===== config.mk =====
export PLATFORM = sky130hd
export DESIGN_NAME = ssps_sqrt_cell
export DESIGN_NICKNAME = d
export VERILOG_FILES = /design/src/rtl/ssps_pkg.sv /design/src/rtl/ssps_sqrt_cell.sv
export SDC_FILE = /design/constraint.sdc
export NUM_CORES = 1
export LEC_CHECK = 0
export BUFFER_PORTS_ARGS = -buffer_cell sky130_fd_sc_hd__buf_4
export CAP_MARGIN = 20
export CORE_MARGIN = 10
export CORE_UTILIZATION = 30
export CTS_BUF_LIST = sky130_fd_sc_hd__clkbuf_8 sky130_fd_sc_hd__clkbuf_16
export DETAILED_ROUTE_END_ITERATION = 6
export HOLD_SLACK_MARGIN = 0.08
export SLEW_MARGIN = 20
export SYNTH_ARGS = -nofsm -noshare
export SYNTH_HDL_FRONTEND = slang
export SYNTH_SLANG_ARGS = --single-unit

===== constraint.sdc =====
create_clock -name i_clk -period 3.7 [get_ports i_clk]
set_input_delay 0.37 -clock i_clk [delete_from_list [all_inputs] [get_ports i_clk]]
set_output_delay 0.37 -clock i_clk [all_outputs]
set_load 0.05 [all_outputs]

===== src/rtl/ssps_pkg.sv =====
// ----------------------------------------------------------------------------
// ssps_pkg
// shared widths, fixed-point helpers and series coefficients for the
// spherical shell point sampler
// ----------------------------------------------------------------------------
package ssps_pkg;

    localparam int FRAC_BITS   = 24;
    localparam int COORD_BITS  = 24;
    localparam int RAD_BITS    = 23;
    localparam int IN_W        = 3 * FRAC_BITS;
    localparam int OUT_W       = 3 * COORD_BITS;
    localparam int CFG_IDX_W   = 1;
    localparam int PIPE_DEPTH  = 32;

    localparam logic [CFG_IDX_W-1:0] REG_OUTER = 1'b0;
    localparam logic [CFG_IDX_W-1:0] REG_INNER = 1'b1;

    // trig datapath: unsigned q2.56
    localparam int TW = 58;
    localparam int TF = 56;
    localparam int TH = TW / 2;
    localparam int N_TRIG = 9;
    localparam int N_CBRT = 24;
    localparam int N_SQRT = 25;
    localparam int CB_RW  = 53;
    localparam int SQ_RW  = 28;

    typedef logic [TW-1:0] t_tq;

    typedef struct packed {
        t_tq p3;
        t_tq p2;
        t_tq p1;
        t_tq p0;
    } t_pp;

    typedef struct packed {
        logic        neg;
        logic [24:0] mag;
    } t_smag;

    typedef struct packed {
        t_smag c;
        t_smag s;
    } t_ang;

    localparam logic [56:0] K_PI_HALF = 57'(64'h6487ED5110B4611A >> 6);
    localparam t_tq         K_RND     = t_tq'(1) << (TF - FRAC_BITS - 1);

    function automatic t_pp f_mul_pp(t_tq a, t_tq b);
        t_pp pp;
        pp.p0 = {{TH{1'b0}}, a[TH-1:0]} * {{TH{1'b0}}, b[TH-1:0]};
        pp.p1 = {{TH{1'b0}}, a[TH-1:0]} * {{TH{1'b0}}, b[TW-1:TH]};
        pp.p2 = {{TH{1'b0}}, a[TW-1:TH]} * {{TH{1'b0}}, b[TH-1:0]};
        pp.p3 = {{TH{1'b0}}, a[TW-1:TH]} * {{TH{1'b0}}, b[TW-1:TH]};
        return pp;
    endfunction

    function automatic t_tq f_mul_sum(t_pp pp);
        logic [2*TW-1:0] acc;
        acc = {{TW{1'b0}}, pp.p0} + ({{TW{1'b0}}, pp.p1} << TH)
            + ({{TW{1'b0}}, pp.p2} << TH) + {pp.p3, {TW{1'b0}}};
        return acc[TF+TW-1:TF];
    endfunction

    function automatic logic [127:0] f_fact(int n);
        logic [127:0] f;
        f = 128'd1;
        for (int k = 2; k <= n; k++) begin
            f = f * 128'(k);
        end
        return f;
    endfunction

    localparam logic [127:0] ONE_T = 128'd1 << TF;

    localparam logic [127:0] K_FACT [20] = '{
        f_fact(0),  f_fact(1),  f_fact(2),  f_fact(3),  f_fact(4),
        f_fact(5),  f_fact(6),  f_fact(7),  f_fact(8),  f_fact(9),
        f_fact(10), f_fact(11), f_fact(12), f_fact(13), f_fact(14),
        f_fact(15), f_fact(16), f_fact(17), f_fact(18), f_fact(19)
    };

    // 1/n! rounded to q2.56
    localparam t_tq K_COEF [20] = '{
        t_tq'((ONE_T + K_FACT[0] / 2) / K_FACT[0]),
        t_tq'((ONE_T + K_FACT[1] / 2) / K_FACT[1]),
        t_tq'((ONE_T + K_FACT[2] / 2) / K_FACT[2]),
        t_tq'((ONE_T + K_FACT[3] / 2) / K_FACT[3]),
        t_tq'((ONE_T + K_FACT[4] / 2) / K_FACT[4]),
        t_tq'((ONE_T + K_FACT[5] / 2) / K_FACT[5]),
        t_tq'((ONE_T + K_FACT[6] / 2) / K_FACT[6]),
        t_tq'((ONE_T + K_FACT[7] / 2) / K_FACT[7]),
        t_tq'((ONE_T + K_FACT[8] / 2) / K_FACT[8]),
        t_tq'((ONE_T + K_FACT[9] / 2) / K_FACT[9]),
        t_tq'((ONE_T + K_FACT[10] / 2) / K_FACT[10]),
        t_tq'((ONE_T + K_FACT[11] / 2) / K_FACT[11]),
        t_tq'((ONE_T + K_FACT[12] / 2) / K_FACT[12]),
        t_tq'((ONE_T + K_FACT[13] / 2) / K_FACT[13]),
        t_tq'((ONE_T + K_FACT[14] / 2) / K_FACT[14]),
        t_tq'((ONE_T + K_FACT[15] / 2) / K_FACT[15]),
        t_tq'((ONE_T + K_FACT[16] / 2) / K_FACT[16]),
        t_tq'((ONE_T + K_FACT[17] / 2) / K_FACT[17]),
        t_tq'((ONE_T + K_FACT[18] / 2) / K_FACT[18]),
        t_tq'((ONE_T + K_FACT[19] / 2) / K_FACT[19])
    };

endpackage


===== src/rtl/ssps_sqrt_cell.sv =====
// ----------------------------------------------------------------------------
// ssps_sqrt_cell
// one bit of a pipelined digit-by-digit square root
// ----------------------------------------------------------------------------
module ssps_sqrt_cell (
    input  logic                        i_clk,
    input  logic                        i_en,
    input  logic [24:0]                 i_y,
    input  logic [ssps_pkg::SQ_RW-1:0]  i_r,
    input  logic [49:0]                 i_t,
    output logic [24:0]                 o_y,
    output logic [ssps_pkg::SQ_RW-1:0]  o_r,
    output logic [49:0]                 o_t
);
    import ssps_pkg::*;

    logic [SQ_RW-1:0] rw;
    logic [SQ_RW-1:0] trial;
    logic             take;

    always_comb begin
        rw    = {i_r[SQ_RW-3:0], i_t[49:48]};
        trial = SQ_RW'({i_y, 2'b01});
        take  = rw >= trial;
    end

    always_ff @(posedge i_clk) begin
        if (i_en) begin
            o_y <= {i_y[23:0], take};
            o_r <= take ? rw - trial : rw;
            o_t <= {i_t[47:0], 2'b00};
        end
    end

endmodule


==> qor.log, run 1 <==
INFO  layout         post_route_cells_drive_above_1_share=39.7%
INFO  drt            vias_per_cell=4.68
INFO  global_routing globalRouteOverflowTotal=0
INFO  timing         finalCritPeriodShare=72.1%
INFO  clock_tree     clk_pin_slew_worst_paths=0.08ns
INFO  global_routing global_routing_s_busiest_layer=met2
INFO  drt            antenna_left=0
INFO  die            floorplan.initialDensity=30.8%
INFO  placed_design  place.detailed.hpwl=11,700um
INFO  clock_tree     tritoncts=yes
INFO  timing         setup_tns=0ns
INFO  die            die_h=148um
INFO  worst_setup_path timing.critical_path.from_type=input port
INFO  synthesis      asyncSetResetFlopFracSynth=0%
INFO  min_path       worstHoldPathType=input port to flip-flop
INFO  drt            drt_first_iter_violations=203
INFO  synthesis      post-synth-top-count-cell=edfxtp_1
INFO  layout         layout-area-overhead-vs-synth=42.6%
INFO  global_routing gr-usage-met2=22.4%
INFO  synthesis      synthDistinctLibCells=58
INFO  worst_setup_path critical_path.slowest_cell=a2111oi_4
INFO  synthesis      synth.yosys.seq_area_share=61.8%
INFO  timing         max_freq=0.375GHz
INFO  die            top_level_ports=208
INFO  worst_setup_path timing.critical_path.to_type=flip-flop
INFO  drt            post_drt_wl_per_cell=18.1um
INFO  die            die_width=148um
INFO  die            core_area=15,900um^2
INFO  drt            dr.pass1.iters=4
INFO  global_routing antenna_found_initial=0
INFO  clock_tree     cts.hold.buffers_added=0
INFO  worst_setup_path crit_path_cell_trace=buf_4 -> inv_1 -> ha_1 -> a21oi_1 -> a211oi_2 -> a2111oi_4 -> o21ai_2 -> a41oi_4 -> o221ai_4 -> a2111oi_2 -> nor3_1
INFO  global_routing global_route_met3_usage=4.58%
INFO  worst_setup_path worstPathArrival=2.76ns
INFO  placed_design  io_buffer_count=203
INFO  synthesis      synth_enable_flop_cells=101
INFO  timing         tightestPinTransition=0.600ns
INFO  min_path       worstHoldStart=i_t[46]
INFO  clock_tree     cts-resized-gates=0
INFO  drt            drc_errors=0
INFO  drt            drt-total-wl=14,700um
INFO  timing         setup_viol=0
INFO  clock_tree     cts_buffers=9
INFO  placed_design  gp_congestion=0.810
INFO  worst_setup_path critical_path_class=input port to flip-flop
INFO  min_path       hold_depth=1
INFO  timing         final_hold_viol_count=0
INFO  global_routing largest_net_degree_at_the_start_of_global_routing=55
INFO  synthesis      dominantRegCellSynth=edfxtp_1
INFO  synthesis      post_synth.cell_area_avg=12.8um^2
INFO  synthesis      ys.warnings.count=0
INFO  die            row_count=46
INFO  worst_setup_path cp_slowest_stage_delay=0.39ns
INFO  timing         fin_hold_ws=0.195ns
INFO  synthesis      syn_inst=384
INFO  drt            detailroute.via_count=3,796
INFO  timing         layout_min_cycle_time=2.67ns
INFO  power_and_ir_drop power.leakage=0.00301uW
INFO  clock_tree     post_cts.repair.setup_buffers=0
INFO  synthesis      ys_ff_latch=101
INFO  synthesis      synth.cell_area=4910um^2
INFO  synthesis      synth_top_area_share=61.8%
INFO  die            floorplan.die_area=21,900um^2
INFO  global_routing first_global_vias=3,915
INFO  layout         finish.cell_count_without_fillers=811
INFO  timing         relative_slew_slack=60.0%
INFO  timing         rsz0062_at_grt=no
INFO  timing         timing.final.max_slew_violations=0
INFO  layout         layout_nets=723
INFO  worst_setup_path worstPathRequired=3.80ns
INFO  global_routing grt_pass1_wl=22,000um
INFO  synthesis      synthTopCellsByCount=101 x edfxtp_1, 39 x nand2_1, 32 x inv_1, 28 x o21ai_0, 27 x ha_1
INFO  run_status     run_status=finished clean
INFO  clock_tree     cts_htree_levels=3
INFO  global_routing overall_global_routing_usage=13.0%
INFO  clock_tree     cts.path.max_buffers=2
INFO  synthesis      top_post_synthesis_cells_by_area=edfxtp_1 62%, ha_1 6.9%, nand2_1 3.0%
INFO  synthesis      library_cell_occupying_the_most_area_in_the_post_synthesis_netlist=edfxtp_1
INFO  placed_design  placed_cells=796
INFO  power_and_ir_drop ir_worst_vdd=0.208mV
INFO  power_and_ir_drop power_density=510nW/um^2
INFO  run            timing.max_cap.violations=0
INFO  global_routing met1_usage=14.4%
INFO  min_path       hold_path_end=o_t[48]$_DFFE_PP_
INFO  clock_tree     clock-sinks=101
INFO  layout         n_antenna_cell=0
INFO  clock_tree     cts.root.buffer_cell=clkbuf_16
INFO  worst_setup_path path_max_fanout=6
-- cells in the final DEF (no fill, tap or decap), drive strengths merged, types with 4 or more instances in the layout --
cell / count
a211oi: 4
a21o: 12
a21oi: 21
a31oi: 4
buf: 206
clkbuf: 9
edfxtp: 101
ha: 27
inv: 34
nand2: 39
nand2b: 4
nand3: 10
nor2: 14
nor3: 4
o21ai: 32
o21bai: 4
o31ai: 6
xnor2: 11
xor2: 10
-- through the flow --
step | cell area (um^2) | setup WS (ns) | utilization [%] | total power [uW]
6_report | 7000 | 1.03 | 43.9 | 3570
2_1_floorplan | 4910 | 1.07 | - | 2190
5_1_grt | 7000 | 0.843 | 43.9 | 3740
3_5_place_dp | 6680 | 0.610 | 41.9 | 2570
4_1_cts | 7000 | 0.994 | 43.9 | 3620
3_3_place_gp | 6680 | 0.641 | 41.9 | 2560
-- worst max-delay path: cells and delay by family --
family / cells / cell delay [ns]
compound gates: 7 / 1.82
fa+ha+maj: 1 / 0.36
buf+inv: 2 / 0.12
simple gates: 1 / 0.09
-- registers in the layout (all words and copies together), names as in the netlist --
register	count
o_r	28
o_y	25
o_t	48
-- metal layers --
| metal | vias up | part of all wire (%) |
|---|---|---|
| met2 | 163 | 50 |
| met3 | 11 | 9.1 |
| met4 | 0 | 1.3 |
| li1 | 1842 | - |
| met5 | - | 0 |
| met1 | 1780 | 40 |
-- layout make-up --
cell class | instances | area (um^2)
Fill cell | 1466 | 8950
Sequential cell | 101 | 3030
Multi-Input combinational cell | 241 | 1690
Timing Repair Buffer | 206 | 1560
Tap cell | 216 | 270
Clock buffer | 9 | 225
Inverter | 32 | 120
Clock inverter | 6 | 95.1
-- cell families (layout without fill, tap and decap cells) --
logic type | Yosys count | after routing | synth area share (%)
adders and majority gates | 27 | 27 | 6.89
xor gates and xnor gates | 21 | 21 | 3.75
and+or+nand+nor | 85 | 85 | 7.86
buffers and inverters | 43 | 253 | 3.72
other | 1 | 2 | 0.0764
AOI/OAI and AO/OA | 104 | 104 | 15.4
DFF | 101 | 101 | 61.8
muxes | 2 | 2 | 0.459
-- where the power goes --
group	internal, uW	switching [uW]
combinational	364	733
sequential	1410	32.0
clock	597	438
total	2370	1200
-- worst max path at each step --
stage / depth (start not counted) / start / slack [ns] / to
2_1_floorplan: 10 / i_y[1] / 1.07 / o_r[23]$_DFFE_PP_
3_3_place_gp: 11 / i_y[1] / 0.64 / o_r[23]$_DFFE_PP_
3_5_place_dp: 11 / i_y[1] / 0.61 / o_r[23]$_DFFE_PP_
4_1_cts: 11 / i_y[1] / 0.99 / o_r[23]$_DFFE_PP_
5_1_grt: 11 / i_y[1] / 0.84 / o_r[23]$_DFFE_PP_
6_report: 11 / i_y[1] / 1.03 / o_r[23]$_DFFE_PP_
Note: power is estimated with default switching activity, not from simulation.
==> inputs of run 2 (changes only) <==
Clock period 3.7 ns to 2.2 ns, I/O delays scaled along.
==> qor.log, run 2 (same netlist as run 1, synthesis figures left out) <==
INFO  run_status     run_status=finished clean
INFO  global_routing first_global_vias=4,699 [+20%]
INFO  power_and_ir_drop ir_worst_vdd=0.368mV [+77%]
INFO  timing         rsz0062_at_grt=yes
INFO  global_routing largest_net_degree_at_the_start_of_global_routing=102 [+85%]
INFO  clock_tree     tritoncts=yes
INFO  die            floorplan.initialDensity=30.8% [unchanged]
INFO  timing         relative_slew_slack=63.0% [+3.0 points]
INFO  layout         layout_nets=885 [+22%]
INFO  drt            drt_first_iter_violations=250 [+23%]
INFO  placed_design  io_buffer_count=203 [unchanged]
INFO  die            top_level_ports=208 [unchanged]
INFO  drt            vias_per_cell=4.55 [-2.8%]
INFO  timing         slack_of_the_critical_path=0.00847ns [-1.03 ns]
INFO  layout         reg.largest.list=o_t: 48 flops, o_r: 28 flops, o_y: 25 flops
INFO  drt            drc_errors=0 [unchanged]
INFO  worst_setup_path worstPathArrival=2.29ns [-0.47 ns]
INFO  timing         final_hold_viol_count=0 [unchanged]
INFO  layout         layout-area-overhead-vs-synth=77.3%
INFO  worst_setup_path path_max_fanout=6 [unchanged]
INFO  global_routing globalRouteOverflowTotal=0 [unchanged]
INFO  die            row_count=46 [unchanged]
INFO  worst_setup_path critical_path.n_buffers_inverters=1 [-1]
INFO  die            die_h=148um [unchanged]
INFO  layout         layout_common_cells=289 x buf_4, 101 x edfxtp_1, 71 x dlygate4sd3_1
INFO  timing         setup_viol=0 [unchanged]
INFO  timing         timing.final.max_slew_violations=0 [unchanged]
INFO  global_routing antenna_found_initial=0 [unchanged]
INFO  run            timing.max_cap.violations=0 [unchanged]
INFO  die            floorplan.die_area=21,900um^2 [unchanged]
INFO  layout         utilization=54.5% [+11 points]
INFO  layout         n_antenna_cell=0 [unchanged]
INFO  worst_setup_path worstPathRequired=2.30ns [-1.50 ns]
INFO  timing         tightestPinTransition=0.555ns [-0.0453 ns]
INFO  timing         layout_min_cycle_time=2.19ns
INFO  layout         largest_reg_flops=48 [unchanged]
INFO  power_and_ir_drop power_density=721nW/um^2 [+41%]
INFO  clock_tree     cts_htree_levels=3 [unchanged]
INFO  global_routing grt_pass1_wl=25,200um [+14%]
INFO  worst_setup_path cp_slowest_stage_delay=0.39ns [about the same]
INFO  clock_tree     clock-sinks=101 [unchanged]
INFO  placed_design  gp_congestion=0.811 [+0.20%]
INFO  placed_design  place.detailed.hpwl=12,300um [+5.1%]
INFO  drt            antenna_left=0 [unchanged]
INFO  worst_setup_path critical_path_class=input port to flip-flop
INFO  layout         layout.cells.most_common=buf_4
INFO  drt            detailroute.via_count=4,429 [+17%]
INFO  clock_tree     clk_pin_slew_worst_paths=0.07ns [about the same]
INFO  worst_setup_path timing.critical_path.to_type=flip-flop
INFO  clock_tree     cts_buffers=9 [unchanged]
INFO  layout         largest_register=o_t
INFO  layout         finish.cell_count_without_fillers=973 [+20%]
INFO  die            core_area=15,900um^2 [unchanged]
INFO  drt            drt-total-wl=16,700um [+14%]
INFO  timing         fin_hold_ws=0.143ns [-0.0528 ns]
INFO  clock_tree     cts.root.buffer_cell=clkbuf_16
INFO  die            die_width=148um [unchanged]
INFO  global_routing overall_global_routing_usage=14.5% [+1.6 points]
INFO  power_and_ir_drop power.leakage=0.00378uW [+25%]
INFO  timing         max_freq=0.456GHz
INFO  min_path       worstHoldPathType=input port to flip-flop
INFO  layout         fillCellCount=1,320 [-10%]
INFO  timing         finalCritPeriodShare=99.6%
INFO  drt            post_drt_wl_per_cell=17.1um [-5.2%]
INFO  worst_setup_path worst_path_dominant_cell_family=compound AO/OA/AOI/OAI gates
INFO  worst_setup_path critical_path.slowest_cell=a2111oi_2
INFO  worst_setup_path crit_path_cell_trace=buf_6 -> ha_4 -> a21oi_2 -> a211oi_4 -> a2111oi_4 -> o21ai_2 -> a41oi_4 -> o221ai_4 -> a2111oi_2 -> nor3_1
INFO  worst_setup_path timing.critical_path.from_type=input port
INFO  placed_design  placed_cells=877 [+10%]
INFO  drt            dr.pass1.iters=4 [unchanged]
INFO  layout         post_route_cells_drive_above_1_share=47.6% [+7.9 points]
INFO  placed_design  pre_cts_slack=-0.491ns [-1.10 ns]
INFO  clock_tree     cts.path.max_buffers=2 [unchanged]
run 2: cell count changes in the layout (fill, tap and decap cells not counted), moves of 3 or more:
cell / delta
buf_4: +84
dlygate4sd3_1: +71
ha_1: -10
ha_4: +8
buf_6: +5
a21oi_1: -4
a21oi_2: +3
clkinv_4: +3
inv_1: -3
o31ai_4: +3
run 2: final cells by class:
class / instances / area [um^2] / share of cell area [%]
Multi-Input combinational cell: 241 / 2000 / 23.0
Inverter: 32 / 123 / 1.41
Clock buffer: 9 / 225 / 2.59
Tap cell: 216 / 270 / 3.11
Clock inverter: 6 / 56.3 / 0.647
Sequential cell: 101 / 3030 / 34.9
Timing Repair Buffer: 368 / 2990 / 34.4
run 2: worst paths after layout:
path	from	end	slack (ns)	cells past startpoint
setup / recovery	i_r[1]	o_r[23]$_DFFE_PP_	0.008	10
hold / removal	i_y[8]	o_y[9]$_DFFE_PP_	0.14	2
run 2: routing by layer:
layer / global-route usage, % / part of all wire [%] / wire (um)
met2: 24.0 / 47 / 7900
met3: 5.83 / 8.5 / 1420
met1: 17.3 / 43 / 7230
met5: 0 / 0 / 0
met4: 3.52 / 0.82 / 136
run 2: per-stage QoR:
step,total power [uW],setup TNS [ns],instance area (um^2)
after floorplan,3730,-0.110,5050
after global placement,4550,-11.83,7430
after detailed placement,4570,-12.10,7430
after CTS,6260,-0.00483,8450
after global routing,6590,-0.330,8700
final,6270,0,8700
run 2: power by group:
part / switching [uW] / internal, uW
Clock: 751 / 784
Sequential: 57.8 / 2360
Combinational: 1380 / 936
run 2: repair_timing:
action | CTS | global route
endpoints found under the setup margin | 23 | 24
cloned | 0 | 0
setup buffers | 1 | 9
hold endpoints to repair | 71 | 0
resized for setup | 4 | 31
pin swaps | 4 | 10
hold buffers | 71 | 0
